===== src/design/deqs_pkg.sv =====
// ---------------------------------------------------------------------------
// deqs_pkg: shared types and codes for the double-ended queue with search
// Request, response and internal command formats plus operation codes.
// ---------------------------------------------------------------------------
package deqs_pkg;

	localparam int DEPTH_DEF      = 16;
	localparam int DATA_WIDTH_DEF = 32;

	// request function codes
	localparam logic [2:0] FUNC_PUSH_FRONT = 3'd0;
	localparam logic [2:0] FUNC_PUSH_BACK  = 3'd1;
	localparam logic [2:0] FUNC_DROP_FRONT = 3'd2;
	localparam logic [2:0] FUNC_DROP_BACK  = 3'd3;
	localparam logic [2:0] FUNC_SEARCH     = 3'd4;

	// response status codes
	localparam logic [1:0] STATUS_DONE  = 2'd0;
	localparam logic [1:0] STATUS_FULL  = 2'd1;
	localparam logic [1:0] STATUS_EMPTY = 2'd2;

	typedef struct packed {
		logic [2:0]  func;
		logic [31:0] value;
	} req_t;

	typedef struct packed {
		logic       found;
		logic [4:0] count;
		logic [1:0] status;
	} rsp_t;

	// decoded command; all flags low means no operation
	typedef struct packed {
		logic        push;
		logic        drop;
		logic        search;
		logic        front_end;
		logic [31:0] value;
	} cmd_t;

endpackage


===== src/design/deqs_front.sv =====
// ---------------------------------------------------------------------------
// deqs_front: request intake
// Accepts request beats, decodes the function code and buffers the decoded
// commands in a two-entry queue toward the execution side.
// ---------------------------------------------------------------------------
module deqs_front (
	input  logic            clk,
	input  logic            arst_n,
	input  logic            req_valid,
	output logic            req_ready,
	input  deqs_pkg::req_t  req,
	output logic            cmd_valid,
	input  logic            cmd_ready,
	output deqs_pkg::cmd_t  cmd
);
	import deqs_pkg::*;

	cmd_t       slot_q [2];
	logic       wr_ptr_q;
	logic       rd_ptr_q;
	logic [1:0] fill_q;
	logic       wr_en;
	logic       rd_en;
	cmd_t       dec;

	function automatic cmd_t classify(req_t r);
		cmd_t c;
		c = '0;
		c.value = r.value;
		case (r.func)
			FUNC_PUSH_FRONT: begin
				c.push      = 1'b1;
				c.front_end = 1'b1;
			end
			FUNC_PUSH_BACK: begin
				c.push = 1'b1;
			end
			FUNC_DROP_FRONT: begin
				c.drop      = 1'b1;
				c.front_end = 1'b1;
			end
			FUNC_DROP_BACK: begin
				c.drop = 1'b1;
			end
			FUNC_SEARCH: begin
				c.search = 1'b1;
			end
			default: begin
				c.push = 1'b0;
			end
		endcase
		return c;
	endfunction

	assign dec       = classify(req);
	assign req_ready = (fill_q != 2'd2);
	assign cmd_valid = (fill_q != 2'd0);
	assign cmd       = slot_q[rd_ptr_q];
	assign wr_en     = req_valid && req_ready;
	assign rd_en     = cmd_valid && cmd_ready;

	always_ff @(posedge clk or negedge arst_n) begin
		if (!arst_n) begin
			wr_ptr_q <= 1'b0;
			rd_ptr_q <= 1'b0;
			fill_q   <= 2'd0;
		end else begin
			if (wr_en) wr_ptr_q <= ~wr_ptr_q;
			if (rd_en) rd_ptr_q <= ~rd_ptr_q;
			if (wr_en && !rd_en) fill_q <= fill_q + 2'd1;
			else if (!wr_en && rd_en) fill_q <= fill_q - 2'd1;
		end
	end

	always_ff @(posedge clk) begin
		if (wr_en) slot_q[wr_ptr_q] <= dec;
	end

endmodule


===== src/design/deqs_back.sv =====
// ---------------------------------------------------------------------------
// deqs_back: command execution
// Holds the circular store, front position and occupancy, runs pushes and
// drops, walks the stored entries for a search, registers the response beat.
// ---------------------------------------------------------------------------
module deqs_back #(
	parameter int DEPTH      = deqs_pkg::DEPTH_DEF,
	parameter int DATA_WIDTH = deqs_pkg::DATA_WIDTH_DEF
) (
	input  logic            clk,
	input  logic            arst_n,
	input  logic            cmd_valid,
	output logic            cmd_ready,
	input  deqs_pkg::cmd_t  cmd,
	output logic            rsp_valid,
	input  logic            rsp_ready,
	output deqs_pkg::rsp_t  rsp
);
	import deqs_pkg::*;

	localparam int AW = $clog2(DEPTH);
	localparam int CW = $clog2(DEPTH + 1);

	localparam logic ST_IDLE = 1'b0;
	localparam logic ST_SRCH = 1'b1;

	logic [DATA_WIDTH-1:0] mem [DEPTH];

	logic [AW-1:0]         front_q;
	logic [CW-1:0]         occ_q;
	logic                  state_q;
	logic [AW-1:0]         idx_q;
	logic                  issue_q;
	logic                  valid_s1;
	logic                  last_s1;
	logic [DATA_WIDTH-1:0] rdata_s1;
	logic [DATA_WIDTH-1:0] key_q;
	logic                  res_valid_q;
	rsp_t                  res_q;

	logic                  out_free;
	logic                  take;
	logic                  full;
	logic                  empty;
	logic                  srch_start;
	logic [63:0]           value64;
	logic [DATA_WIDTH-1:0] word;
	logic [AW-1:0]         front_nx;
	logic [CW-1:0]         occ_nx;
	logic [1:0]            status;
	logic                  we;
	logic [AW-1:0]         waddr;
	logic [AW-1:0]         raddr;
	logic                  last_issue;
	logic                  hit;
	logic                  finish;
	logic                  res_load;
	rsp_t                  res_d;

	function automatic logic [AW-1:0] wrap_add(logic [AW-1:0] a, logic [AW-1:0] b);
		logic [AW:0] s;
		s = {1'b0, a} + {1'b0, b};
		if (s >= (AW+1)'(DEPTH)) s = s - (AW+1)'(DEPTH);
		return s[AW-1:0];
	endfunction

	function automatic logic [4:0] count5(logic [CW-1:0] o);
		logic [15:0] w;
		w = 16'(o);
		return w[4:0];
	endfunction

	assign out_free   = !res_valid_q || rsp_ready;
	assign cmd_ready  = (state_q == ST_IDLE) && out_free;
	assign take       = cmd_valid && cmd_ready;
	assign full       = (occ_q == CW'(DEPTH));
	assign empty      = (occ_q == '0);
	assign srch_start = take && cmd.search && !empty;
	assign value64    = {32'b0, cmd.value};
	assign word       = value64[DATA_WIDTH-1:0];

	always_comb begin
		front_nx = front_q;
		occ_nx   = occ_q;
		status   = STATUS_DONE;
		we       = 1'b0;
		waddr    = wrap_add(front_q, AW'(occ_q));
		if (cmd.push) begin
			if (full) begin
				status = STATUS_FULL;
			end else begin
				we     = take;
				occ_nx = occ_q + CW'(1);
				if (cmd.front_end) begin
					front_nx = (front_q == '0) ? AW'(DEPTH - 1) : front_q - AW'(1);
					waddr    = front_nx;
				end
			end
		end else if (cmd.drop) begin
			if (empty) begin
				status = STATUS_EMPTY;
			end else begin
				occ_nx = occ_q - CW'(1);
				if (cmd.front_end) front_nx = wrap_add(front_q, AW'(1));
			end
		end
	end

	// search walk: one read issued per cycle, compared against the key in the next cycle
	assign raddr      = wrap_add(front_q, idx_q);
	assign last_issue = ((CW'(idx_q) + CW'(1)) == occ_q);
	assign hit        = valid_s1 && (rdata_s1 == key_q);
	assign finish     = valid_s1 && (hit || last_s1);
	assign res_load   = (take && !srch_start) || finish;

	always_comb begin
		if (finish) begin
			res_d.found  = hit;
			res_d.count  = count5(occ_q);
			res_d.status = STATUS_DONE;
		end else begin
			res_d.found  = 1'b0;
			res_d.count  = count5(occ_nx);
			res_d.status = status;
		end
	end

	always_ff @(posedge clk or negedge arst_n) begin
		if (!arst_n) begin
			front_q     <= '0;
			occ_q       <= '0;
			state_q     <= ST_IDLE;
			idx_q       <= '0;
			issue_q     <= 1'b0;
			valid_s1    <= 1'b0;
			res_valid_q <= 1'b0;
		end else begin
			if (take) begin
				front_q <= front_nx;
				occ_q   <= occ_nx;
			end
			if (srch_start) begin
				state_q <= ST_SRCH;
				idx_q   <= '0;
				issue_q <= 1'b1;
			end else if (state_q == ST_SRCH) begin
				if (finish) begin
					state_q <= ST_IDLE;
					issue_q <= 1'b0;
				end else if (issue_q) begin
					if (last_issue) issue_q <= 1'b0;
					else idx_q <= idx_q + AW'(1);
				end
			end
			valid_s1 <= (state_q == ST_SRCH) && issue_q && !finish;
			if (res_load) res_valid_q <= 1'b1;
			else if (rsp_ready) res_valid_q <= 1'b0;
		end
	end

	always_ff @(posedge clk) begin
		if (we) mem[waddr] <= word;
		rdata_s1 <= mem[raddr];
		last_s1  <= last_issue;
		if (take) key_q <= word;
		if (res_load) res_q <= res_d;
	end

	assign rsp_valid = res_valid_q;
	assign rsp       = res_q;

	a_srch_nonempty: assert property (@(posedge clk) disable iff (!arst_n)
		state_q == ST_SRCH |-> occ_q != '0)
		else $error("search walk running on an empty store");

	a_no_overwrite: assert property (@(posedge clk) disable iff (!arst_n)
		res_load |-> out_free)
		else $error("response register loaded while a beat is held");

	a_full_status: assert property (@(posedge clk) disable iff (!arst_n)
		res_valid_q && res_q.status == STATUS_FULL |-> full)
		else $error("full status reported while store has room");

	a_cmp_in_srch: assert property (@(posedge clk) disable iff (!arst_n)
		valid_s1 |-> state_q == ST_SRCH)
		else $error("compare stage active outside a search");

endmodule


===== src/design/double_ended_queue_with_search.sv =====
// ---------------------------------------------------------------------------
// double_ended_queue_with_search: bounded deque with membership search
// Circular store of DEPTH words with push/drop at either end and a search.
// ---------------------------------------------------------------------------
// Usage:
//   req channel (req_valid/req_ready/req) carries one request beat: func and
//   value. rsp channel (rsp_valid/rsp_ready/rsp) returns exactly one beat per
//   request, in order: found, count after the step, status.
//   Intake decodes each beat into a two-entry command queue, so the request
//   side keeps moving while execution or the response side stalls.
//   Push, drop and unused codes pass through the command queue and the
//   response register. A search holds execution while the walk reads one
//   entry a cycle from the store's one registered read port, stopping at
//   the first hit or after the last stored entry. Throughput: one
//   push/drop per cycle unless the response side stalls; a search holds
//   execution for its walk while intake still buffers up to two more requests.
//   Reset (arst_n low) empties the store: occupancy and front position go
//   to zero; the words themselves are never cleared and are read only once
//   written. No clearing pass is needed.
//   When rsp_ready is low the response beat holds, execution stops taking
//   commands, and req_ready drops once the command queue is full.
// ---------------------------------------------------------------------------
module double_ended_queue_with_search #(
	parameter int DEPTH      = deqs_pkg::DEPTH_DEF,
	parameter int DATA_WIDTH = deqs_pkg::DATA_WIDTH_DEF
) (
	input  logic            clk,
	input  logic            arst_n,
	input  logic            req_valid,
	output logic            req_ready,
	input  deqs_pkg::req_t  req,
	output logic            rsp_valid,
	input  logic            rsp_ready,
	output deqs_pkg::rsp_t  rsp
);
	import deqs_pkg::*;

	// decoded command beat between intake and execution
	logic cmd_valid;
	logic cmd_ready;
	cmd_t cmd;

	// intake: decode and buffer
	deqs_front u_front (
		.clk       (clk),
		.arst_n    (arst_n),
		.req_valid (req_valid),
		.req_ready (req_ready),
		.req       (req),
		.cmd_valid (cmd_valid),
		.cmd_ready (cmd_ready),
		.cmd       (cmd)
	);

	// execution: store, search walk and response register
	deqs_back #(
		.DEPTH      (DEPTH),
		.DATA_WIDTH (DATA_WIDTH)
	) u_back (
		.clk       (clk),
		.arst_n    (arst_n),
		.cmd_valid (cmd_valid),
		.cmd_ready (cmd_ready),
		.cmd       (cmd),
		.rsp_valid (rsp_valid),
		.rsp_ready (rsp_ready),
		.rsp       (rsp)
	);

endmodule

===== config.mk =====
export PLATFORM = sky130hd
export DESIGN_NAME = double_ended_queue_with_search
export DESIGN_NICKNAME = d
export VERILOG_FILES = /design/src/design/deqs_pkg.sv /design/src/design/deqs_front.sv /design/src/design/deqs_back.sv /design/src/design/double_ended_queue_with_search.sv
export SDC_FILE = /design/constraint.sdc
export NUM_CORES = 1
export LEC_CHECK = 0
export BUFFER_PORTS_ARGS = -buffer_cell sky130_fd_sc_hd__clkbuf_2
export CAP_MARGIN = 20
export CORE_MARGIN = 2
export CORE_UTILIZATION = 60
export DETAILED_ROUTE_END_ITERATION = 8
export HOLD_SLACK_MARGIN = 0.08
export MAX_ROUTING_LAYER = met4
export PLACE_DENSITY = 0.86
export SYNTH_ARGS = -nofsm -noshare
export SYNTH_HDL_FRONTEND = slang
export SYNTH_SLANG_ARGS = --single-unit

===== constraint.sdc =====
create_clock -name clk -period 9.2 [get_ports clk]
set_clock_uncertainty 0.1 [all_clocks]
set_input_delay 1.84 -clock clk [delete_from_list [all_inputs] [get_ports clk]]
set_output_delay 1.84 -clock clk [all_outputs]
set_load 0.005 [all_outputs]

==> summary.md <==
| Metric | Value |
|---|---|
| Total GRT Usage | `26.6%` |
| N_diodes | `0` |
| Number of buffers added to fix hold violations after cts | `0` |
| Total grt overflow | `0` |
| Most instantiated flip-flop cell in the synthesis netlist | `edfxtp_1` |
| Post-CTS clock slew at the launch and capture registers of the worst setup and hold paths | `0.07 ns` |
| Placed cell count | `1902` |
| Clock root buffer | `clkbuf_16` |
| Final critical path time including I/O delays and setup | `4.58 ns` |
| Async SR Flop Fraction | `3.10%` |
| Number of distinct standard cells referenced by the synthesized netlist | `56` |
| Horizontal die dimension | `212 microns` |
| Number of filler instances in the final layout | `2439` |
| Initial cell density of the core | `60.7%` |
| Mapped Cells | `1312` |
| Number of I/O pins | `49` |
| Series of cell instances along the critical path | `clkbuf_2 > nor2b_1 > or3_1 > inv_2 > and3_1 > nand2_1 > nor2_4 > buf_16` |
| Kind of critical path | `input pin to flip-flop` |
| Vias in the first global route | `13500` |
| Number of synthesized flops with an enable pin | `624` |
| Count of clock tree sinks | `678` |
| Critical-path top delay cell | `inv_2` |
| Maximum number of pins on one net before global-route repair | `65` |
| Area enclosed by the die boundary | `45000 sq um` |
| Syn Area/Cell | `19.8 sq um` |
| Post-layout instance area | `29400 sq um` |
| Number of buffers inserted by post-CTS setup repair | `0` |
| Req. time, crit path | `9.42 ns` |
| Worst Setup Start Kind | `input pin` |
| Number of setup violations in the final report | `0` |
| Register cell area after layout | `19900 sq um` |
| Minimum setup slack among reg-to-reg paths | `4.94 ns` |
| Number of antenna violations at the first check in global routing | `0` |
| Areal power density over the cells | `218 nW/um^2` |
| DP HPWL | `29.9 mm` |
| IO Port Bufs | `48` |
| Number of nets still failing antenna checks after routing | `0` |
| Slew HR | `24.9%` |
| Result of the run | `completed` |
| Least-Margin Pin Slew | `1.13 ns` |
| Wire length of the first global-routing pass | `84.2 mm` |
| RSZ-0062 raised after global routing | `false` |
| Wire per inst | `28.2 microns` |
| TritonCTS buffer count | `61` |
| Vias post-DR | `13300` |
| Yosys warning count | `0` |
| Core Footprint | `42900 sq um` |
| Count of maximum capacitance violations | `0` |
| Multi-input logic area | `5960 sq um` |
| Commonest non-fill, non-tap cell in the layout | `edfxtp_1` |
| Number of nets in the layout | `1443` |
| Iteration-0 DRC Markers | `1509` |
| Die height | `212 microns` |
| Arrival @ worst endpoint | `4.80 ns` |
| Part of the Yosys area used for sequential elements | `76.6%` |
| Number of buffers on the longest clock path | `3` |
| Placed cell area | `27200 sq um` |
| H-tree lvl count | `2` |
| Placer's final routability congestion estimate | `0.823` |
| Hold violation total from the final report | `0` |
| Detailed-route DRC error count | `0` |
| Cts repair resizes | `0` |
| Cell row count | `76` |
| Highest cell delay on the worst timing path | `0.86 ns` |
| Path category of the worst min-delay check | `flip-flop to flip-flop` |
| Final Util | `68.5%` |
| Commonest cells after routing, fill and taps aside | `edfxtp_1 (624), mux4_2 (128), nand2_1 (90)` |
| Post-route non-filler standard cell count | `2027` |
| Total negative slack | `0 ns` |
| Clk_lat worst skew | `0.64 ns` |
| Peak clock frequency supported by timing | `0.218 GHz` |
| TritonCTS clock tree | `built` |
| Pre-Repair DR Iteration Count | `6` |
| Leakage | `0.00936 uW` |
| Worst supply voltage drop on vdd | `0.000181 V` |
| Number of pins with negative max-slew slack in the final report | `0` |
| Share of final-layout standard cells stronger than drive strength 1 | `25.0%` |
| Synth Cell Area | `26000 sq um` |
| Period Utilization, post-route | `49.8%` |
| Worst-path fanout max | `39` |
| Area delta synth->final | `13.0%` |
| Mapped Nets | `1365` |
| Worst Setup End Kind | `flip-flop` |
| Total detailed-routing wirelength | `57.2 mm` |
| Number of storage elements in the synthesis netlist | `678` |
| Vias per std cell | `6.54` |
-- area by class of cell --
cell class | instances | area share [%]
Clock buffer | 85 | 5.64
Clock inverter | 30 | 1.12
Inverter | 14 | 0.179
Multi-Input combinational cell | 559 | 20.3
Sequential cell | 678 | 67.8
Tap cell | 585 | 2.49
Timing Repair Buffer | 76 | 2.47
-- power by group --
| part | internal, uW | switching, uW | leakage, uW |
|---|---|---|---|
| combinational | 56.2 | 225 | 0.00224 |
| clock | 1430 | 1110 | 0.000969 |
| sequential | 3560 | 25.9 | 0.00615 |
-- worst max-delay path, delay by kind of cell --
kind                   cells  cell delay (ns)
AND/OR/NAND/NOR            5             1.73
buffers and inverters      3             1.18
-- metal layers --
metal	GRT usage, %	up-vias	wire (microns)	share of wire, %
li1	-	5421	-	-
met1	34.4	6870	20900	37
met2	43.8	832	29800	52
met3	3.75	135	4780	8.4
met4	9.67	0	1730	3.0
met5	-	-	0	0
-- state kept, by name, indices dropped and copies added (netlist names), 2 cells and up --
register,cells
u_back.rsp,8
u_back.rdata_s1,32
u_back.front_q,4
u_back.idx_q,4
u_back.mem,512
u_back.key_q,32
u_front.fill_q,2
u_back.occ_q,5
u_front.slot_q,72
-- kinds of logic after synthesis --
kind of cell               count (synthesis)  synth area share (%)
AOI/OAI and AO/OA                        122                  3.12
xor gates and xnor gates                  54                  1.82
adders and majority gates                 14                 0.731
buffers and inverters                     75                  1.17
DFF                                      678                  76.6
muxes                                    170                  12.9
and+or+nand+nor                          199                  3.64
-- worst paths after layout --
path	startpoint	end	cells after the start
setup / recovery	rsp_ready	u_back.mem[8][16]	8
hold / removal	u_back.state_q	u_back.issue_q	1
setup reg to reg	u_front.rd_ptr_q	u_back.mem[7][2]	8
hold reg to reg	u_back.state_q	u_back.issue_q	1
max in group asynchronous	arst_n	u_front.rd_ptr_q	1
min in group asynchronous	arst_n	u_back.idx_q[1]	1
-- cell usage after synthesis, types with 3 or more instances --
master	instances	area share (%)
xnor2_1	32	1.1
o21a_1	4	0.12
buf_2	13	0.25
mux4_2	128	11
buf_1	6	0.087
a211oi_1	32	0.92
nor4_1	4	0.096
a21oi_1	12	0.23
o21ai_1	4	0.077
and3_1	3	0.072
nand4_1	5	0.12
nor3b_1	5	0.14
inv_1	13	0.19
dfxtp_1	33	2.5
dfrtp_1	21	2.0
mux2_2	37	1.6
and2_1	31	0.75
o21ai_0	14	0.27
nor3_1	6	0.12
nand3_1	7	0.13
clkbuf_1	41	0.59
edfxtp_1	624	72
nor2_1	33	0.48
a31oi_1	36	0.87
a21o_1	5	0.14
and2_0	3	0.072
nand2_1	90	1.3
xor2_1	22	0.74
nand2b_1	3	0.072
ha_1	12	0.58
-- through the flow --
step / hold WS (ns) / setup WS (ns) / total power, uW
after detailed placement: 0.397 / 3.84 / 3920
after CTS: 0.396 / 4.39 / 6420
after global placement: 0.385 / 3.91 / 3900
final: 0.407 / 4.62 / 6410
after global routing: 0.433 / 4.51 / 6560
after floorplan: 0.359 / 4.07 / 3790
Note: power is estimated with default switching activity, not from simulation.
